<file path="src/hw/rtl/ggb_pkg.sv">
// ----------------------------------------------------------------------------
// ggb_pkg
// Shared types, constants and kernel weights for the gray 5x5 Gaussian blur.
// ----------------------------------------------------------------------------
package ggb_pkg;

    localparam int unsigned GRAY_W   = 8;
    localparam int unsigned ROW_W    = 3;
    localparam int unsigned SUM_W    = 17;
    localparam int unsigned WT_W     = 6;
    localparam int unsigned ACC_A_W  = 13;   // 17 * 255
    localparam int unsigned ACC_BC_W = 15;   // 107 * 255
    localparam int unsigned PIX_W    = 10;   // r + g + b
    localparam int unsigned PROD_W   = 21;
    localparam int unsigned RECIP_W  = 11;
    localparam int unsigned NCOL     = 5;

    localparam logic [ROW_W-1:0]   ROW_FIRST = 3'd0;
    localparam logic [ROW_W-1:0]   ROW_LAST  = 3'd4;

    // x / 3 == (x * 683) >> 11 for every x up to 765
    localparam logic [RECIP_W-1:0] RECIP_3     = 11'd683;
    localparam int unsigned        RECIP_SHIFT = 11;

    typedef struct packed {
        logic [GRAY_W-1:0] gray;
        logic [ROW_W-1:0]  row;
    } t_item;

    // weights of the two outer kernel columns
    function automatic logic [WT_W-1:0] f_wt_outer(input logic [ROW_W-1:0] row);
        logic [WT_W-1:0] w;
        case (row)
            3'd0:    w = 6'd1;
            3'd1:    w = 6'd4;
            3'd2:    w = 6'd7;
            3'd3:    w = 6'd4;
            3'd4:    w = 6'd1;
            default: w = 6'd0;
        endcase
        return w;
    endfunction

    // weights of the two columns next to the center
    function automatic logic [WT_W-1:0] f_wt_inner(input logic [ROW_W-1:0] row);
        logic [WT_W-1:0] w;
        case (row)
            3'd0:    w = 6'd4;
            3'd1:    w = 6'd16;
            3'd2:    w = 6'd26;
            3'd3:    w = 6'd16;
            3'd4:    w = 6'd4;
            default: w = 6'd0;
        endcase
        return w;
    endfunction

    // weights of the center column
    function automatic logic [WT_W-1:0] f_wt_center(input logic [ROW_W-1:0] row);
        logic [WT_W-1:0] w;
        case (row)
            3'd0:    w = 6'd7;
            3'd1:    w = 6'd26;
            3'd2:    w = 6'd41;
            3'd3:    w = 6'd26;
            3'd4:    w = 6'd7;
            default: w = 6'd0;
        endcase
        return w;
    endfunction

endpackage

</file>
<file path="src/hw/rtl/ggb_front.sv">
// ----------------------------------------------------------------------------
// ggb_front
// Accepts pixels, converts them to gray and tags each with its row index.
// ----------------------------------------------------------------------------
module ggb_front (
    input  logic                        i_clk,
    input  logic                        i_rst_n,
    input  logic                        i_valid,
    input  logic [ggb_pkg::GRAY_W-1:0]  i_red,
    input  logic [ggb_pkg::GRAY_W-1:0]  i_green,
    input  logic [ggb_pkg::GRAY_W-1:0]  i_blue,
    input  logic                        i_q_ready,
    output logic                        o_push,
    output ggb_pkg::t_item              o_item
);
    import ggb_pkg::*;

    logic [ROW_W-1:0]  r_row;
    logic [ROW_W-1:0]  n_row;
    logic [PIX_W-1:0]  w_pix_sum;
    logic [PROD_W-1:0] w_prod;

    assign o_push = i_valid & i_q_ready;

    assign w_pix_sum = PIX_W'(i_red) + PIX_W'(i_green) + PIX_W'(i_blue);
    assign w_prod    = PROD_W'(w_pix_sum) * PROD_W'(RECIP_3);

    assign o_item.gray = w_prod[RECIP_SHIFT +: GRAY_W];
    assign o_item.row  = r_row;

    always_comb begin
        n_row = r_row;
        if (o_push) begin
            n_row = (r_row == ROW_LAST) ? ROW_FIRST : r_row + 3'd1;
        end
    end

    always_ff @(posedge i_clk) begin
        if (!i_rst_n) begin
            r_row <= ROW_FIRST;
        end else begin
            r_row <= n_row;
        end
    end

endmodule

</file>
<file path="src/hw/rtl/ggb_fifo.sv">
// ----------------------------------------------------------------------------
// ggb_fifo
// Two-entry queue between the pixel front end and the column back end.
// ----------------------------------------------------------------------------
module ggb_fifo (
    input  logic            i_clk,
    input  logic            i_rst_n,
    input  logic            i_push,
    input  ggb_pkg::t_item  i_item,
    output logic            o_ready,
    input  logic            i_pop,
    output logic            o_valid,
    output ggb_pkg::t_item  o_item
);
    import ggb_pkg::*;

    t_item      r_mem [2];
    logic       r_wptr;
    logic       r_rptr;
    logic [1:0] r_count;
    logic [1:0] n_count;

    assign o_ready = (r_count != 2'd2);
    assign o_valid = (r_count != 2'd0);
    assign o_item  = r_mem[r_rptr];

    always_comb begin
        n_count = r_count;
        if (i_push && !i_pop) begin
            n_count = r_count + 2'd1;
        end else if (!i_push && i_pop) begin
            n_count = r_count - 2'd1;
        end
    end

    always_ff @(posedge i_clk) begin
        if (i_push) begin
            r_mem[r_wptr] <= i_item;
        end
    end

    always_ff @(posedge i_clk) begin
        if (!i_rst_n) begin
            r_wptr  <= 1'b0;
            r_rptr  <= 1'b0;
            r_count <= 2'd0;
        end else begin
            if (i_push) begin
                r_wptr <= ~r_wptr;
            end
            if (i_pop) begin
                r_rptr <= ~r_rptr;
            end
            r_count <= n_count;
        end
    end

endmodule

</file>
<file path="src/hw/rtl/ggb_back.sv">
// ----------------------------------------------------------------------------
// ggb_back
// Builds per-column weighted sums, keeps five columns of history and
// emits the kernel sum at the end of each column.
// ----------------------------------------------------------------------------
module ggb_back (
    input  logic                        i_clk,
    input  logic                        i_rst_n,
    input  logic                        i_q_valid,
    input  ggb_pkg::t_item              i_item,
    output logic                        o_pop,
    output logic                        o_valid,
    input  logic                        i_ready,
    output logic [ggb_pkg::SUM_W-1:0]   o_blurred_sum
);
    import ggb_pkg::*;

    // per-column dot products with the outer, inner and center weight columns
    logic [ACC_A_W-1:0]  r_acc_a;
    logic [ACC_BC_W-1:0] r_acc_b;
    logic [ACC_BC_W-1:0] r_acc_c;
    logic [ACC_A_W-1:0]  r_hist_a [NCOL];
    logic [ACC_BC_W-1:0] r_hist_b [NCOL];
    logic [ACC_BC_W-1:0] r_hist_c [NCOL];
    logic                r_out_valid;
    logic [SUM_W-1:0]    r_out_sum;

    logic                w_last;
    logic                w_first;
    logic [ACC_A_W-1:0]  w_term_a;
    logic [ACC_BC_W-1:0] w_term_b;
    logic [ACC_BC_W-1:0] w_term_c;
    logic [ACC_A_W-1:0]  w_col_a;
    logic [ACC_BC_W-1:0] w_col_b;
    logic [ACC_BC_W-1:0] w_col_c;
    logic [SUM_W-1:0]    w_sum;

    assign w_last  = (i_item.row == ROW_LAST);
    assign w_first = (i_item.row == ROW_FIRST);
    assign o_pop   = i_q_valid & (!w_last | !r_out_valid | i_ready);

    assign w_term_a = ACC_A_W'(i_item.gray) * ACC_A_W'(f_wt_outer(i_item.row));
    assign w_term_b = ACC_BC_W'(i_item.gray) * ACC_BC_W'(f_wt_inner(i_item.row));
    assign w_term_c = ACC_BC_W'(i_item.gray) * ACC_BC_W'(f_wt_center(i_item.row));

    assign w_col_a = (w_first ? '0 : r_acc_a) + w_term_a;
    assign w_col_b = (w_first ? '0 : r_acc_b) + w_term_b;
    assign w_col_c = (w_first ? '0 : r_acc_c) + w_term_c;

    // kernel columns mirror around the center
    assign w_sum = SUM_W'(r_hist_a[0]) + SUM_W'(r_hist_b[1]) + SUM_W'(r_hist_c[2])
                 + SUM_W'(r_hist_b[3]) + SUM_W'(r_hist_a[4]);

    assign o_valid       = r_out_valid;
    assign o_blurred_sum = r_out_sum;

    always_ff @(posedge i_clk) begin
        if (o_pop) begin
            r_acc_a <= w_col_a;
            r_acc_b <= w_col_b;
            r_acc_c <= w_col_c;
        end
        if (o_pop && w_last) begin
            r_out_sum <= w_sum;
        end
    end

    always_ff @(posedge i_clk) begin
        if (!i_rst_n) begin
            r_out_valid <= 1'b0;
            for (int k = 0; k < NCOL; k++) begin
                r_hist_a[k] <= '0;
                r_hist_b[k] <= '0;
                r_hist_c[k] <= '0;
            end
        end else begin
            if (o_pop && w_last) begin
                r_out_valid <= 1'b1;
                for (int k = NCOL - 1; k > 0; k--) begin
                    r_hist_a[k] <= r_hist_a[k-1];
                    r_hist_b[k] <= r_hist_b[k-1];
                    r_hist_c[k] <= r_hist_c[k-1];
                end
                r_hist_a[0] <= w_col_a;
                r_hist_b[0] <= w_col_b;
                r_hist_c[0] <= w_col_c;
            end else if (i_ready) begin
                r_out_valid <= 1'b0;
            end
        end
    end

endmodule

</file>
<file path="src/hw/rtl/gray_gaussian_blur_5x5_top.sv">
// ----------------------------------------------------------------------------
// gray_gaussian_blur_5x5_top
// Gray conversion of RGB pixels and 5x5 Gaussian weighted sum per column.
// ----------------------------------------------------------------------------
//   channel  | direction | handshake          | payload
//   ---------+-----------+--------------------+------------------------------
//   pixel    | in        | i_valid / o_ready  | i_red, i_green, i_blue
//   result   | out       | o_valid / i_ready  | o_blurred_sum
//
// one pixel per cycle sustained while results are taken; one result per five pixels.
// the column's fifth pixel is written into the queue, and o_valid is registered when the back end pops it.
// a two-entry queue sits between front and back; o_ready drops only when it is full.
// a held result stalls only fifth-row pixels; other rows keep draining the queue.
// after reset the window is zero, so the first result is zero.
// ----------------------------------------------------------------------------
module gray_gaussian_blur_5x5_top (
    input  logic                        i_clk,
    input  logic                        i_rst_n,
    input  logic                        i_valid,
    output logic                        o_ready,
    input  logic [ggb_pkg::GRAY_W-1:0]  i_red,
    input  logic [ggb_pkg::GRAY_W-1:0]  i_green,
    input  logic [ggb_pkg::GRAY_W-1:0]  i_blue,
    output logic                        o_valid,
    input  logic                        i_ready,
    output logic [ggb_pkg::SUM_W-1:0]   o_blurred_sum
);
    import ggb_pkg::*;

    logic  w_push;
    logic  w_pop;
    logic  w_q_ready;
    logic  w_q_valid;
    t_item w_front_item;
    t_item w_back_item;

    assign o_ready = w_q_ready;

    ggb_front u_front (
        .i_clk     (i_clk),
        .i_rst_n   (i_rst_n),
        .i_valid   (i_valid),
        .i_red     (i_red),
        .i_green   (i_green),
        .i_blue    (i_blue),
        .i_q_ready (w_q_ready),
        .o_push    (w_push),
        .o_item    (w_front_item)
    );

    ggb_fifo u_fifo (
        .i_clk   (i_clk),
        .i_rst_n (i_rst_n),
        .i_push  (w_push),
        .i_item  (w_front_item),
        .o_ready (w_q_ready),
        .i_pop   (w_pop),
        .o_valid (w_q_valid),
        .o_item  (w_back_item)
    );

    ggb_back u_back (
        .i_clk         (i_clk),
        .i_rst_n       (i_rst_n),
        .i_q_valid     (w_q_valid),
        .i_item        (w_back_item),
        .o_pop         (w_pop),
        .o_valid       (o_valid),
        .i_ready       (i_ready),
        .o_blurred_sum (o_blurred_sum)
    );

endmodule

</file>
<file path="config.mk">
export PLATFORM = sky130hd
export DESIGN_NAME = gray_gaussian_blur_5x5_top
export DESIGN_NICKNAME = d
export VERILOG_FILES = /design/src/hw/rtl/ggb_pkg.sv /design/src/hw/rtl/ggb_front.sv /design/src/hw/rtl/ggb_fifo.sv /design/src/hw/rtl/ggb_back.sv /design/src/hw/rtl/gray_gaussian_blur_5x5_top.sv
export SDC_FILE = /design/constraint.sdc
export NUM_CORES = 1
export LEC_CHECK = 0
export BUFFER_PORTS_ARGS = -buffer_cell sky130_fd_sc_hd__buf_2
export CORE_ASPECT_RATIO = 0.8
export CORE_MARGIN = 3
export CORE_UTILIZATION = 58
export DETAILED_ROUTE_END_ITERATION = 16
export GPL_ROUTABILITY_DRIVEN = 0
export PLACE_DENSITY = 0.78
export SYNTH_ARGS = -nofsm -noshare
export SYNTH_HDL_FRONTEND = slang
export SYNTH_SLANG_ARGS = --single-unit
</file>
<file path="constraint.sdc">
create_clock -name i_clk -period 7.8 [get_ports i_clk]
set_input_delay 1.56 -clock i_clk [delete_from_list [all_inputs] [get_ports i_clk]]
set_output_delay 1.56 -clock i_clk [all_outputs]
set_load 0.02 [all_outputs]
</file>
==> out/metrics.csv, run 1 <==
metric,value,unit
end_kind,register,
startpoint_type,primary input,
cts_tree,done,
dp.cells,1977,
cts_setup_buffers,0,
top_layer,met4,
multiInputGateArea,9260,um2
synth_area,17900,um2
finClkSkew,0.0111,ns
syn_to_final_growth,9.15,%
max_stage_delay,0.55,ns
antenna_found_initial,0,
hold_path_depth,2,
syn-num-nets,1858,
first_pass_iters,5,
wl_met3,1800,um
io_pins,47,
cp_slowest_cell,fa_1,
drt_iter0_markers,815,
fin_cells,2021,
cts_made_buffers,26,
synth-seq-area-share,43.3,%
synthArstFlopShare,0,%
portBuffers,46,
die_x,202,um
synth_cell_type_count,60,
clkSlewWorstSetupHoldPaths,0.06,ns
critPathMaxFanout,4,
met1_length,15800,um
hp-class,reg -> reg,
layout-drive-gt1-share,8.92,%
worstMarginPinSlew,1.13,ns
drtAntennaViolNets,0,
min_period,7.52,ns
grt_pass1_vias,11486,
finalMaxSlewViolations,0,
wl_met2,15600,um
critPathKind,in -> reg,
reg2regPathDepth,19,
fin_crit_sh,96.4,%
ys_warn_count,0,
hold_viol,0,
cp.required,8.08,ns
antenna_cells,0,
routed_wirelength,33800,um
grt_max_degree,86,
grt_use_total,20.9,%
synth-edff-count,252,
clockBufferDepth,3,
grt_pass1_wl,56200,um
die_h,163,um
cp_common_cell,inv_1,
start_util,59.9,%
register_area,7750,um2
mostFrequentLayoutCell,edfxtp_1,
htree_num_levels,1,
arrival,7.80,ns
post-route-util,65.4,%
max_slew_margin,24.6,%
insertion_delay,0.55,ns
synth_area_per_cell,11.7,um2
num_vias,11082,
yosys_most_used_dff,edfxtp_1,
post_drt_wl_per_cell,16.7,um
status,"finished, final reports clean",
fmax,133,MHz
rsz0062_at_grt,false,
maxCapViolCount,0,
die_area,33000,um2
ys_ff_latch,261,
layout_common_cells,"252 x edfxtp_1, 202 x inv_1, 190 x ha_1",
vias_per_cell,5.48,
drc_errors,0,
cts_num_sinks,261,
fin_nets,1924,
dp_hpwl,24800,um
grt-ovfl-total,0,
syn_inst,1533,
setup_viol,0,
cts_root_buf,clkbuf_16,
core,29800,um2
fillers,2271,
rows,56,
[cell usage after synthesis (18+ instances only)]
library cell    n  area share, %
edfxtp_1      252             42
and3_1        149            5.2
and2_1         70            2.4
a21oi_1        62            1.7
a21o_1         26            1.1
clkbuf_1       37           0.78
fa_1          107             12
xnor2_1        73            3.6
nand2_1        39           0.82
o21ai_0        31           0.87
xor2_1         32            1.6
o21a_1         18           0.76
nor2_1         86            1.8
inv_1         202            4.2
ha_1          190             13
[worst paths after layout]
path	start	end	slack, ns
worst max-delay path	i_red[0]	u_fifo.r_mem[1][10]	0.28
worst min-delay path	u_fifo.r_count[1]	u_fifo.r_count[1]	0.52
worst max register to register	register	u_back.r_hist_c[0][14]	1.12
worst min register to register	u_fifo.r_count[1]	u_fifo.r_count[1]	0.52
[flip-flops by register name, summed over array words and instances (netlist names), 2 cells and up, named ones only]
| register | flops |
|---|---|
| u_back.r_hist_a | 65 |
| u_back.r_hist_b | 60 |
| u_back.r_hist_c | 45 |
| u_fifo.r_mem | 22 |
| u_back.o_blurred_sum | 17 |
| u_back.r_acc_b | 15 |
| u_back.r_acc_c | 15 |
| u_back.r_acc_a | 13 |
| u_front.r_row | 3 |
| u_fifo.r_count | 2 |
[per-stage QoR]
| step | worst slack, ns | area [um2] | hold WS [ns] | setup TNS [ns] |
|---|---|---|---|---|
| final | 0.279 | 19500 | 0.524 | 0 |
| after global routing | 0.00589 | 19500 | 0.543 | 0 |
| after CTS | 0.186 | 19500 | 0.527 | 0 |
| after detailed placement | -0.360 | 18700 | 0.515 | -2.09 |
| after global placement | -0.0755 | 18700 | 0.492 | -0.151 |
| after floorplan | 0.135 | 17900 | 0.458 | 0 |
[kinds of logic after synthesis]
| family | after synthesis | synth area share [%] |
|---|---|---|
| fa+ha+maj | 297 | 25.3 |
| mux | 15 | 0.874 |
| buf+inv | 244 | 5.16 |
| flops | 261 | 43.3 |
| compound gates | 209 | 7.97 |
| simple gates | 402 | 12.3 |
| xor+xnor | 105 | 5.14 |
[layer usage]
metal	global-route usage, %	vias to the layer above
met4	4.75	0
met3	3.71	46
met1	29.8	5360
li1	-	5444
met5	0	-
met2	33.9	232
[cell type report]
class	instances	area share (%)
inverter	202	3.88
timing repair buffer	80	2.50
clock buffer	35	3.61
sequential	261	39.7
multi-input combinational	1028	47.4
tap	406	2.60
clock inverter	9	0.301
[critical path, delay by kind of cell]
family                   cells  cell delay, ns
buffers and inverters        7            0.52
AND/OR/NAND/NOR              4            0.65
adder cells (fa/ha/maj)      8            3.00
XOR/XNOR                     3            0.40
AO/OA/AOI/OAI                9            1.66
[repair_timing]
action,CTS,global route
resized for setup,0,5
hold buffers,0,0
endpoints found under the setup margin,0,8
Power of run 1 is left out: the tool's default activity adds up to more than one toggle a clock period on the data nets, which glitch-free logic cannot reach.
==> inputs of run 2 (changes only) <==
Settings changed: CORE_UTILIZATION 58 to 64, PLACE_DENSITY 0.78 to 0.81, SKIP_LAST_GASP set to 1.
Clock period 7.8 ns to 8.33 ns, I/O delays scaled along.
==> out/metrics.csv, run 2 (synthesis gave the netlist of run 1 again) <==
metric,value,unit,change
holdPathEnd,u_fifo.r_count[1],,unchanged
max_slew_margin,32.5,%,was 24.6%
antenna_found_initial,0,,unchanged
grt_max_degree,98,,was 86
largest_register,u_back.r_hist_a,,unchanged
clkSlewWorstSetupHoldPaths,0.06,ns,about the same
routed_wirelength,33100,um,was 33800 um
fin_nets,1903,,was 1924
setup_viol,0,,unchanged
syn_to_final_growth,8.09,%,was 9.15%
hp-class,reg -> reg,,unchanged
hold_path_depth,2,,unchanged
holdBufCountCts,0,,unchanged
layout_common_cells,"252 x edfxtp_1, 202 x inv_1, 190 x ha_1",,unchanged
dp_hpwl,24400,um,was 24800 um
largest_register_ffs,65,,unchanged
rsz0062_at_grt,false,,unchanged
use_met1,33.6,%,was 29.8%
rows,54,,was 56
finalMaxSlewViolations,0,,unchanged
min_period,7.91,ns,
vias_per_cell,5.71,,was 5.48
antenna_cells,0,,unchanged
cts_resized,0,,unchanged
io_pins,47,,unchanged
top_regs,"u_back.r_hist_a: 65 flops, u_back.r_hist_b: 60 flops, u_back.r_hist_c: 45 flops",,unchanged
cp_common_cell,inv_1,,unchanged
r2r_setup_slack,1.18,ns,was 1.12 ns
status,"finished, final reports clean",,unchanged
maxCapViolCount,0,,unchanged
critPathKind,in -> reg,,unchanged
grt_use_total,23.0,%,was 20.9%
portBuffers,46,,unchanged
post-route-util,70.6,%,was 65.4%
use_met2,37.5,%,was 33.9%
cts_made_buffers,27,,was 26
grt_pass1_wl,55800,um,was 56200 um
die_h,156,um,was 163 um
startpoint_type,primary input,,unchanged
fin_crit_sh,95.0,%,
cts_root_buf,clkbuf_16,,unchanged
layout-drive-gt1-share,7.52,%,was 8.92%
r2r-end,u_back.r_hist_c[0][14],,unchanged
critPathMaxFanout,3,,was 4
first_pass_iters,5,,unchanged
cts_num_sinks,261,,unchanged
grt-ovfl-total,0,,unchanged
cts_tree,done,,unchanged
worstMarginPinSlew,1.01,ns,was 1.13 ns
die_area,30000,um2,was 33000 um2
mostFrequentLayoutCell,edfxtp_1,,unchanged
post_drt_wl_per_cell,16.9,um,was 16.7 um
cts_setup_buffers,0,,unchanged
drc_errors,0,,unchanged
finClkSkew,0.0144,ns,was 0.0111 ns
hold_viol,0,,unchanged
met3_usage,2.75,%,was 3.71%
core,27400,um2,was 29800 um2
drtAntennaViolNets,0,,unchanged
die_x,193,um,was 202 um
fmax,126,MHz,
end_kind,register,,unchanged
grt_busiest_layer,met2,,unchanged
insertion_delay,0.55,ns,about the same
htree_num_levels,1,,unchanged
arrival,8.19,ns,was 7.80 ns
grt_pass1_vias,11467,,was 11486
cp.required,8.60,ns,was 8.08 ns
max_stage_delay,0.53,ns,was 0.55 ns
clockBufferDepth,3,,unchanged
cp_slowest_cell,fa_1,,unchanged
place_area,18500,um2,was 18700 um2
num_vias,11182,,was 11082
reg2regPathDepth,20,,was 19
worstHoldStart,u_fifo.r_count[1],,unchanged
fin_area,19300,um2,was 19500 um2
drt_iter0_markers,857,,was 815
start_util,65.4,%,was 59.9%
## run 2: worst max path at each step
stage	start	to	slack, ns
after floorplan	i_red[0]	u_fifo.r_mem[0][10]	0.56
after global placement	i_red[1]	u_fifo.r_mem[0][10]	0.18
after detailed placement	i_red[0]	u_fifo.r_mem[1][10]	-0.05
after CTS	i_red[1]	u_fifo.r_mem[1][10]	0.49
after global routing	i_red[1]	u_fifo.r_mem[1][10]	0.01
final	i_red[0]	u_fifo.r_mem[1][10]	0.42
## run 2: per-stage QoR
step	instances	hold slack [ns]	setup WS, ns	setup TNS [ns]
after detailed placement	1913	0.509	-0.0523	-0.105
after global routing	1959	0.539	0.00995	0
after CTS	1959	0.517	0.489	0
after floorplan	1533	0.458	0.559	0
after global placement	1913	0.490	0.181	0
final	1959	0.518	0.418	0
## run 2: per-layer routing
layer	share of wire, %	routed length [um]
met2	47	15500
met4	1.7	556
met3	4.9	1610
met1	47	15400
met5	0	0
## run 2: cell type report
type | instances | area (um2)
multi-input combinational | 1028 | 9230
fill | 1898 | 8030
sequential | 261 | 7750
inverter | 202 | 758
clock buffer | 32 | 694
tap | 364 | 455
timing repair buffer | 58 | 323
clock inverter | 14 | 121
## run 2: critical path: cells and delay by family
kind                       cells  cell delay (ns)
and+or+nand+nor                3             0.42
buffers and inverters          7             0.40
AOI/OAI and AO/OA              8             2.06
xor gates and xnor gates       3             0.62
adders and majority gates      8             3.02
Power of run 2 is left out for the same reason.
